`config.mk`:
```
export PLATFORM = sky130hd
export DESIGN_NAME = ordered_list_push_pop_search_remove_unit_flat
export DESIGN_NICKNAME = d
export VERILOG_FILES = /design/src/rtl/core/olps_pkg.sv /design/src/rtl/core/olps_stream_if.sv /design/src/rtl/core/olps_cell.sv /design/src/rtl/core/ordered_list_push_pop_search_remove_unit.sv /design/src/flat_wrapper.sv
export SDC_FILE = /design/constraint.sdc
export NUM_CORES = 2
export LEC_CHECK = 0
export BUFFER_PORTS_ARGS = -buffer_cell sky130_fd_sc_hd__buf_2
export CORE_MARGIN = 2
export CORE_UTILIZATION = 57
export CTS_CLUSTER_SIZE = 16
export DETAILED_ROUTE_END_ITERATION = 12
export GPL_ROUTABILITY_DRIVEN = 0
export GPL_TIMING_DRIVEN = 0
export PLACE_DENSITY = 0.84
export SETUP_SLACK_MARGIN = 0.3
export SKIP_LAST_GASP = 1
export SYNTH_ARGS = -nofsm -noshare
export SYNTH_HDL_FRONTEND = slang
export SYNTH_SLANG_ARGS = --single-unit
```
`constraint.sdc`:
```
create_clock -name i_clk -period 6.2 [get_ports i_clk]
set_input_delay 1.86 -clock i_clk [delete_from_list [all_inputs] [get_ports i_clk]]
set_output_delay 1.86 -clock i_clk [all_outputs]
set_load 0.1 [all_outputs]
```
`src/rtl/core/olps_pkg.sv`:
```
package olps_pkg;

    // Default capacity of the list.
    localparam int DEPTH_DEF = 16;

    // Field widths fixed by the word formats.
    localparam int VAL_W   = 32;
    localparam int CMD_W   = 2;
    localparam int STAT_W  = 2;
    localparam int COUNT_W = 5;

    // Command codes.
    localparam logic [CMD_W-1:0] CMD_INSERT = 2'd0;
    localparam logic [CMD_W-1:0] CMD_DELETE = 2'd1;
    localparam logic [CMD_W-1:0] CMD_SEARCH = 2'd2;
    localparam logic [CMD_W-1:0] CMD_REMOVE = 2'd3;

    // Status codes.
    localparam logic [STAT_W-1:0] STAT_OK        = 2'd0;
    localparam logic [STAT_W-1:0] STAT_EMPTY     = 2'd1;
    localparam logic [STAT_W-1:0] STAT_NOT_FOUND = 2'd2;
    localparam logic [STAT_W-1:0] STAT_FULL      = 2'd3;

    // Command word taken in.
    typedef struct packed {
        logic [CMD_W-1:0]        command;
        logic signed [VAL_W-1:0] value;
    } t_in_word;

    // Result word handed out.
    typedef struct packed {
        logic [STAT_W-1:0]       status;
        logic                    found;
        logic signed [VAL_W-1:0] removed_value;
        logic [COUNT_W-1:0]      entry_count;
    } t_out_word;

    // Operation wave that travels down the row of cells, one cell a cycle.
    typedef struct packed {
        logic             act;
        logic [CMD_W-1:0] cmd;
        logic [VAL_W-1:0] key;
        logic             hit;
        logic [VAL_W-1:0] carry;
    } t_wave;

endpackage

```
`src/rtl/core/olps_stream_if.sv`:
```
interface olps_stream_if #(
    parameter type t_data = logic
);

    logic  valid;
    logic  ready;
    t_data data;

    modport source (output valid, output data, input ready);
    modport sink   (input valid, input data, output ready);

endinterface

```
`src/rtl/core/olps_cell.sv`:
```
module olps_cell #(
    parameter int IDX = 0,
    parameter int CW  = 5
) (
    input  logic                      i_clk,
    input  logic                      i_rst_n,
    input  olps_pkg::t_wave           i_wave,
    input  logic [CW-1:0]             i_count,
    input  logic [olps_pkg::VAL_W-1:0] i_next_entry,
    output olps_pkg::t_wave           o_wave,
    output logic [olps_pkg::VAL_W-1:0] o_entry
);

    logic [olps_pkg::VAL_W-1:0] r_entry;
    logic [olps_pkg::VAL_W-1:0] n_entry;
    olps_pkg::t_wave            r_wave;
    olps_pkg::t_wave            n_wave;
    logic                       w_in_range;
    logic                       w_match;

    // An insert also writes the first free place; other commands touch held entries only.
    assign w_in_range = (i_wave.cmd == olps_pkg::CMD_INSERT) ? (CW'(IDX) <= i_count)
                                                             : (CW'(IDX) < i_count);
    assign w_match    = (r_entry == i_wave.key);

    // Work of the cell as the wave passes through it.
    always_comb begin
        n_wave  = i_wave;
        n_entry = r_entry;
        if (i_wave.act && w_in_range) begin
            case (i_wave.cmd)
                olps_pkg::CMD_INSERT: begin
                    n_entry      = i_wave.carry;
                    n_wave.carry = r_entry;
                end
                olps_pkg::CMD_DELETE, olps_pkg::CMD_REMOVE: begin
                    if (i_wave.hit) begin
                        n_entry = i_next_entry;
                    end else if ((i_wave.cmd == olps_pkg::CMD_DELETE) || w_match) begin
                        n_wave.hit   = 1'b1;
                        n_wave.carry = r_entry;
                        n_entry      = i_next_entry;
                    end
                end
                olps_pkg::CMD_SEARCH: begin
                    if (w_match) begin
                        n_wave.hit = 1'b1;
                    end
                end
                default: begin
                    n_wave = i_wave;
                end
            endcase
        end
    end

    // The entry itself needs no reset; only the wave's activity flag does.
    always_ff @(posedge i_clk) begin
        r_entry <= n_entry;
        if (!i_rst_n) begin
            r_wave.act <= 1'b0;
        end else begin
            r_wave <= n_wave;
        end
    end

    assign o_wave  = r_wave;
    assign o_entry = r_entry;

endmodule

```
`src/rtl/core/ordered_list_push_pop_search_remove_unit.sv`:
```
// Ordered list of signed words, front first, held in a row of DEPTH cells.
// A command that meets a full or empty list gives its result word without sending a wave.
// Any other command sends a wave down the row, one cell a cycle, and its result word is
// made when the wave leaves the last cell; the next command is taken once that result word
// has been loaded into the output register, so commands never overlap.
// Reset (synchronous, active low) empties the list and drops any pending word.
module ordered_list_push_pop_search_remove_unit #(
    parameter int DEPTH = olps_pkg::DEPTH_DEF
) (
    input  logic                i_clk,
    input  logic                i_rst_n,
    olps_stream_if.sink         i_in,
    olps_stream_if.source       o_out
);

    localparam int CW = $clog2(DEPTH + 1);

    localparam logic [1:0] S_IDLE = 2'd0;
    localparam logic [1:0] S_RUN  = 2'd1;
    localparam logic [1:0] S_HOLD = 2'd2;

    logic [1:0]          r_state;
    logic [1:0]          n_state;
    logic [CW-1:0]       r_count;
    logic [CW-1:0]       n_count;
    olps_pkg::t_wave     r_inj;
    olps_pkg::t_wave     n_inj;
    olps_pkg::t_out_word r_pend;
    olps_pkg::t_out_word n_pend;
    olps_pkg::t_out_word r_out;
    olps_pkg::t_out_word n_out;
    logic                r_out_valid;
    logic                n_out_valid;

    olps_pkg::t_wave             w_wave  [DEPTH+1];
    logic [olps_pkg::VAL_W-1:0]  w_entry [DEPTH];
    logic [olps_pkg::VAL_W-1:0]  w_next  [DEPTH];
    olps_pkg::t_wave             w_last;
    logic                        w_in_acc;
    olps_pkg::t_in_word          w_in;

    // Row of cells; each one shifts from its right-hand neighbour when closing a gap.
    assign w_wave[0] = r_inj;
    genvar g;
    generate
        for (g = 0; g < DEPTH; g++) begin : g_cell
            if (g == DEPTH - 1) begin : g_tail
                assign w_next[g] = '0;
            end else begin : g_body
                assign w_next[g] = w_entry[g+1];
            end
            olps_cell #(
                .IDX (g),
                .CW  (CW)
            ) u_cell (
                .i_clk        (i_clk),
                .i_rst_n      (i_rst_n),
                .i_wave       (w_wave[g]),
                .i_count      (r_count),
                .i_next_entry (w_next[g]),
                .o_wave       (w_wave[g+1]),
                .o_entry      (w_entry[g])
            );
        end
    endgenerate

    assign w_last   = w_wave[DEPTH];
    assign w_in     = i_in.data;
    assign i_in.ready = (r_state == S_IDLE);
    assign w_in_acc = i_in.valid && (r_state == S_IDLE);

    // Sequencing of one command and the result word.
    always_comb begin
        n_state     = r_state;
        n_count     = r_count;
        n_inj       = r_inj;
        n_inj.act   = 1'b0;
        n_pend      = r_pend;
        n_out       = r_out;
        n_out_valid = r_out_valid;

        if (r_out_valid && o_out.ready) begin
            n_out_valid = 1'b0;
        end

        case (r_state)
            S_IDLE: begin
                if (w_in_acc) begin
                    n_pend.status        = olps_pkg::STAT_OK;
                    n_pend.found         = 1'b0;
                    n_pend.removed_value = '0;
                    n_pend.entry_count   = olps_pkg::COUNT_W'(r_count);
                    if ((w_in.command == olps_pkg::CMD_INSERT) && (r_count == CW'(DEPTH))) begin
                        n_pend.status = olps_pkg::STAT_FULL;
                        n_state       = S_HOLD;
                    end else if ((w_in.command != olps_pkg::CMD_INSERT) && (r_count == '0)) begin
                        n_pend.status = olps_pkg::STAT_EMPTY;
                        n_state       = S_HOLD;
                    end else begin
                        n_inj.act   = 1'b1;
                        n_inj.cmd   = w_in.command;
                        n_inj.key   = w_in.value;
                        n_inj.hit   = 1'b0;
                        n_inj.carry = w_in.value;
                        n_state     = S_RUN;
                    end
                end
            end
            S_RUN: begin
                if (w_last.act) begin
                    n_pend.status        = olps_pkg::STAT_OK;
                    n_pend.found         = 1'b0;
                    n_pend.removed_value = '0;
                    case (w_last.cmd)
                        olps_pkg::CMD_INSERT: begin
                            n_count = r_count + CW'(1);
                        end
                        olps_pkg::CMD_DELETE: begin
                            n_count              = r_count - CW'(1);
                            n_pend.removed_value = $signed(w_last.carry);
                        end
                        olps_pkg::CMD_SEARCH: begin
                            n_pend.found = w_last.hit;
                            if (!w_last.hit) begin
                                n_pend.status = olps_pkg::STAT_NOT_FOUND;
                            end
                        end
                        default: begin
                            if (w_last.hit) begin
                                n_count              = r_count - CW'(1);
                                n_pend.found         = 1'b1;
                                n_pend.removed_value = $signed(w_last.carry);
                            end else begin
                                n_pend.status = olps_pkg::STAT_NOT_FOUND;
                            end
                        end
                    endcase
                    n_pend.entry_count = olps_pkg::COUNT_W'(n_count);
                    n_state            = S_HOLD;
                end
            end
            S_HOLD: begin
                if (!r_out_valid || o_out.ready) begin
                    n_out       = r_pend;
                    n_out_valid = 1'b1;
                    n_state     = S_IDLE;
                end
            end
            default: begin
                n_state = S_IDLE;
            end
        endcase
    end

    // Control state is reset; word registers are not.
    always_ff @(posedge i_clk) begin
        r_pend <= n_pend;
        r_out  <= n_out;
        if (!i_rst_n) begin
            r_state     <= S_IDLE;
            r_count     <= '0;
            r_inj.act   <= 1'b0;
            r_out_valid <= 1'b0;
        end else begin
            r_state     <= n_state;
            r_count     <= n_count;
            r_inj       <= n_inj;
            r_out_valid <= n_out_valid;
        end
    end

    assign o_out.valid = r_out_valid;
    assign o_out.data  = r_out;

`ifndef SYNTHESIS
    // The list never holds more than its capacity.
    a_count_bound: assert property (@(posedge i_clk) disable iff (!i_rst_n)
        r_count <= CW'(DEPTH))
        else $error("entry count above capacity");

    // An accepted command always leaves the idle state.
    a_accept_busy: assert property (@(posedge i_clk) disable iff (!i_rst_n)
        w_in_acc |=> (r_state != S_IDLE))
        else $error("accepted command did not start");

    // The count only moves when a wave completes.
    a_count_stable: assert property (@(posedge i_clk) disable iff (!i_rst_n)
        (r_state != S_RUN) |=> $stable(r_count))
        else $error("entry count changed outside a wave");

    // A wave reaches the end of the row only while a command is running.
    a_wave_run: assert property (@(posedge i_clk) disable iff (!i_rst_n)
        w_last.act |-> (r_state == S_RUN))
        else $error("stray wave at end of row");
`endif

endmodule

```
`src/flat_wrapper.sv`:
```
// flat-port wrapper written by rule: the top's interface ports become plain ports
module ordered_list_push_pop_search_remove_unit_flat import olps_pkg::*;
#(
    parameter int DEPTH = olps_pkg::DEPTH_DEF
)
  (i_clk, i_rst_n, i_in_valid, i_in_data, i_in_ready, o_out_valid, o_out_data, o_out_ready);
  olps_stream_if #(.t_data(t_in_word)) i_in_i ();
  olps_stream_if #(.t_data(t_out_word)) o_out_i ();
  input  logic i_clk;
  input  logic i_rst_n;
  input wire logic [$bits(i_in_i.valid)-1:0] i_in_valid;
  input wire logic [$bits(i_in_i.data)-1:0] i_in_data;
  output wire logic [$bits(i_in_i.ready)-1:0] i_in_ready;
  output wire logic [$bits(o_out_i.valid)-1:0] o_out_valid;
  output wire logic [$bits(o_out_i.data)-1:0] o_out_data;
  input wire logic [$bits(o_out_i.ready)-1:0] o_out_ready;
  assign i_in_i.valid = i_in_valid;
  assign i_in_i.data = i_in_data;
  assign i_in_ready = i_in_i.ready;
  assign o_out_valid = o_out_i.valid;
  assign o_out_data = o_out_i.data;
  assign o_out_i.ready = o_out_ready;
  ordered_list_push_pop_search_remove_unit #(.DEPTH(DEPTH)) u_core (.i_clk(i_clk), .i_rst_n(i_rst_n), .i_in(i_in_i), .o_out(o_out_i));
endmodule
```
==> impl_results.md <==
- Flop pwr share: between 50% and 60%
- Post-synth EDFFs: 1666
- Top Ports: 80
- Tmin final: between 4 and 5 ns
- Cell Pwr Density: about 300 mW/mm^2
- Layout fillers: between 7k and 8k
- Worst-skew pair later-pin latency: 0.79 ns
- Yosys cell types: 62
- Crit-path max FO: 21
- Status: finished, final reports clean
- Per-cell routed wire length: 27.16 um
- Total Die Area: 0.1262 sq mm
- Sequential share of the synthesized area: 71.87%
- Net Count, Synth: 3885
- RSZ-0062 raised after global routing: false
- Largest net degree at the start of global routing: 137
- Logic pwr share: 4.2%
- Clock share of power: ~40%
- Post-CTS Hold Buffers: 0
- Initial core utilization: 57.61%
- Routed WL: between 150 and 200 mm
- Worst rel slew slack: 26.14%
- Non-filler instance count after layout: approximately 5.9k
- Slowest cell on the critical path: nor4_1
- Final hold violations: 0
- Max H-tree Level: 4
- Tot GR Track Use: 25.23%
- Critical path launch point type: flip-flop
- Final ANT Viol Nets: 0
- Flops & latches, synth: 1691
- WP buf/inv: 3
- First-pass GRT wire length: between 200 and 250 mm
- First-pass DRT Iterations: 6
- Max-Cap Viols: 0
- Reg2reg setup slack: about 1.8 ns
- Crit-path cells: xor2_1, nor4_1, nand4_1, nor2_1, o2111ai_1, buf_2, inv_1, buf_16
- DR iter-0 viols: 3318
- Pint: about 19000 uW
- Clk_skew: 0.02746 ns
- CTS max path bufs: 3
- Synth Warn #: 0
- Largest stage delay on the critical path: between 0.7 and 0.8 ns
- GR Overflow Total: 0
- Clk root buf: clkbuf_16
- Cells after Synth: between 3k and 4k
- CTS Sinks: 1691
- Fin Setup TNS: 0 ns
- CTS tree: built
- Reg clk slew, reported paths: around 0.06 ns
- Slew @ Worst Pin: 1.107 ns
- Vias per cell: ~6
- Layout Nets: roughly 4.2k
- Vias in the first global route: about 36k
- Row count: 128
- IO Port Bufs: 79
- P_sw: 4996 uW
- Crit-path leading delay family: simple AND/OR/NAND/NOR gates
- Asr flop ratio synth: 0%
- DIE WIDTH: between 300 and 400 um
- Worst IR Drop VDD: 0.0003819 V
- Total CTS buffers: around 160
- Chip height: 355.2 um
- Fin. max-slew vios: 0
- Worst setup EP type: flip-flop
- Top_reg_cell synth: edfxtp_1
- Final period util: roughly 71%
- Avg Inst Size Synth: 18.30 sq um
- Sw frac: 20.84%
- Post-Place Cells: 5574
- Crit Path Class: flip-flop to flip-flop
- HP Class: flip-flop to flip-flop
- LEAKAGE: 0.02652 uW
- Required time worst endpoint: 6.68 ns
- FMAX: 0.2272 GHz
- Setup bufs post-CTS: 0
- Via Count: 34.93k
- Share of cells above drive strength 1: 33.16%
- Final HPWL DP: 114.1 mm
- Worst Path Arrival: 4.88 ns
- Synthesized area: 0.07030 sq mm
- Synth-to-layout area growth: 11.92%
- Final setup fails: 0
- Initial antenna violation count: 2
- PostCTS Resize Cnt: 0
- DRC: 0
- Core area: 0.1220 sq mm
## per-stage QoR
step           hold WS [ns]  setup WS (ns)  instance area (sq um)  total power, uW  util (%)
3_5_place_dp         0.4056          1.774                  73550            14510     60.27
2_1_floorplan        0.4003          1.494                  70310            14020         -
3_3_place_gp         0.4024         -16.59                  72740            14660     59.60
6_report             0.4167          1.799                  78680            23980     64.47
4_1_cts              0.4204          1.921                  78680            24030     64.47
5_1_grt              0.4261          1.855                  78680            24560     64.47
## worst paths after layout
path	depth (start not counted)	to	startpoint
worst max-delay path	8	u_core.g_cell[0].u_cell.o_entry[4]	u_core.r_inj[59]
worst min-delay path	0	u_core.o_out.data[32]	u_core.r_pend[32]
worst max register to register	8	u_core.g_cell[0].u_cell.o_entry[4]	u_core.r_inj[59]
worst min register to register	0	u_core.o_out.data[32]	u_core.r_pend[32]
## registers in the layout (all words and copies together) (netlist names)
signal,flops
u_core.g_cell.u_cell.o_entry,512
u_core.o_out.data,40
u_core.r_pend,40
u_core.o_out.valid,1
u_core.r_count,5
u_core.r_state,2
u_core.r_inj,35
u_core.g_cell.u_cell.o_wave,1056
## kinds of logic (layout without fill, tap and decap cells)
logic type / count (synthesis) / after routing / synth area share [%]
xor gates and xnor gates: 519 / 519 / 6.466
and+or+nand+nor: 351 / 351 / 2.920
muxes: 1004 / 1004 / 16.38
other: 0 / 2 / 0
AOI/OAI and AO/OA: 127 / 127 / 1.198
DFF: 1691 / 1691 / 71.87
buffers and inverters: 145 / 540 / 1.077
adders and majority gates: 5 / 5 / 0.08898
## Yosys cell counts, types with 6 or more instances
| cell | count | area share, % |
|---|---|---|
| buf_6 | 13 | 0.21 |
| clkbuf_1 | 43 | 0.23 |
| nor2_1 | 36 | 0.19 |
| mux2i_1 | 12 | 0.17 |
| nand3_1 | 6 | 0.043 |
| xor2_1 | 417 | 5.2 |
| edfxtp_1 | 1666 | 71 |
| dfxtp_1 | 25 | 0.71 |
| buf_1 | 24 | 0.13 |
| and2_1 | 52 | 0.46 |
| nor3b_1 | 10 | 0.11 |
| buf_4 | 12 | 0.13 |
| mux2_2 | 930 | 15 |
| nor4_1 | 111 | 0.99 |
| mux2_4 | 60 | 1.3 |
| o21ai_1 | 8 | 0.057 |
| a21oi_1 | 22 | 0.16 |
| nor3_1 | 10 | 0.071 |
| nand4_1 | 51 | 0.45 |
| buf_2 | 29 | 0.21 |
| xnor2_1 | 102 | 1.3 |
| nand2_1 | 25 | 0.13 |
| nor2b_1 | 32 | 0.28 |
| o21bai_1 | 9 | 0.096 |
| inv_1 | 20 | 0.11 |
| o21ai_0 | 34 | 0.24 |
| a211oi_1 | 9 | 0.096 |
## per-layer routing
metal | wire length, um | global-route usage, % | share of wire [%] | vias to the layer above
met4 | 12690 | 18.50 | 8.0 | 0
li1 | - | - | - | 15433
met3 | 7479 | 3.477 | 4.7 | 425
met5 | 0 | 0 | 0 | -
met2 | 82120 | 43.93 | 52 | 1350
met1 | 56970 | 28.47 | 36 | 17721
## area by class of cell
class	instances	area, sq um	area share [%]
inverters	21	78.83	0.1002
plain buffers	124	678.2	0.8619
well taps	1625	2033	2.584
flip-flops and latches	1691	50530	64.22
repair buffers	107	1013	1.288
multi-input cells	2006	19220	24.43
diodes	2	5.005	0.006361
clock inverters	85	802.0	1.019
clock buffers	203	4322	5.492
## cells in the final DEF (no fill, tap or decap), types with 51 or more instances in the layout
cell type,netlist,routed
and2_1,52,52
buf_2,29,107
clkbuf_1,43,76
clkbuf_16,0,165
edfxtp_1,1666,1666
mux2_2,930,930
mux2_4,60,60
nand4_1,51,51
nor4_1,111,110
xnor2_1,102,102
xor2_1,417,417
## power by group through the flow
stage	Sequential (uW)	Combinational (uW)	Clock (uW)
4_1_cts	13300	1010	9730
3_3_place_gp	13700	943	0
2_1_floorplan	13500	529	0
3_5_place_dp	13500	996	0
6_report	13300	1010	9680
5_1_grt	13300	1060	10200
Note: power is estimated with default switching activity, not from simulation.
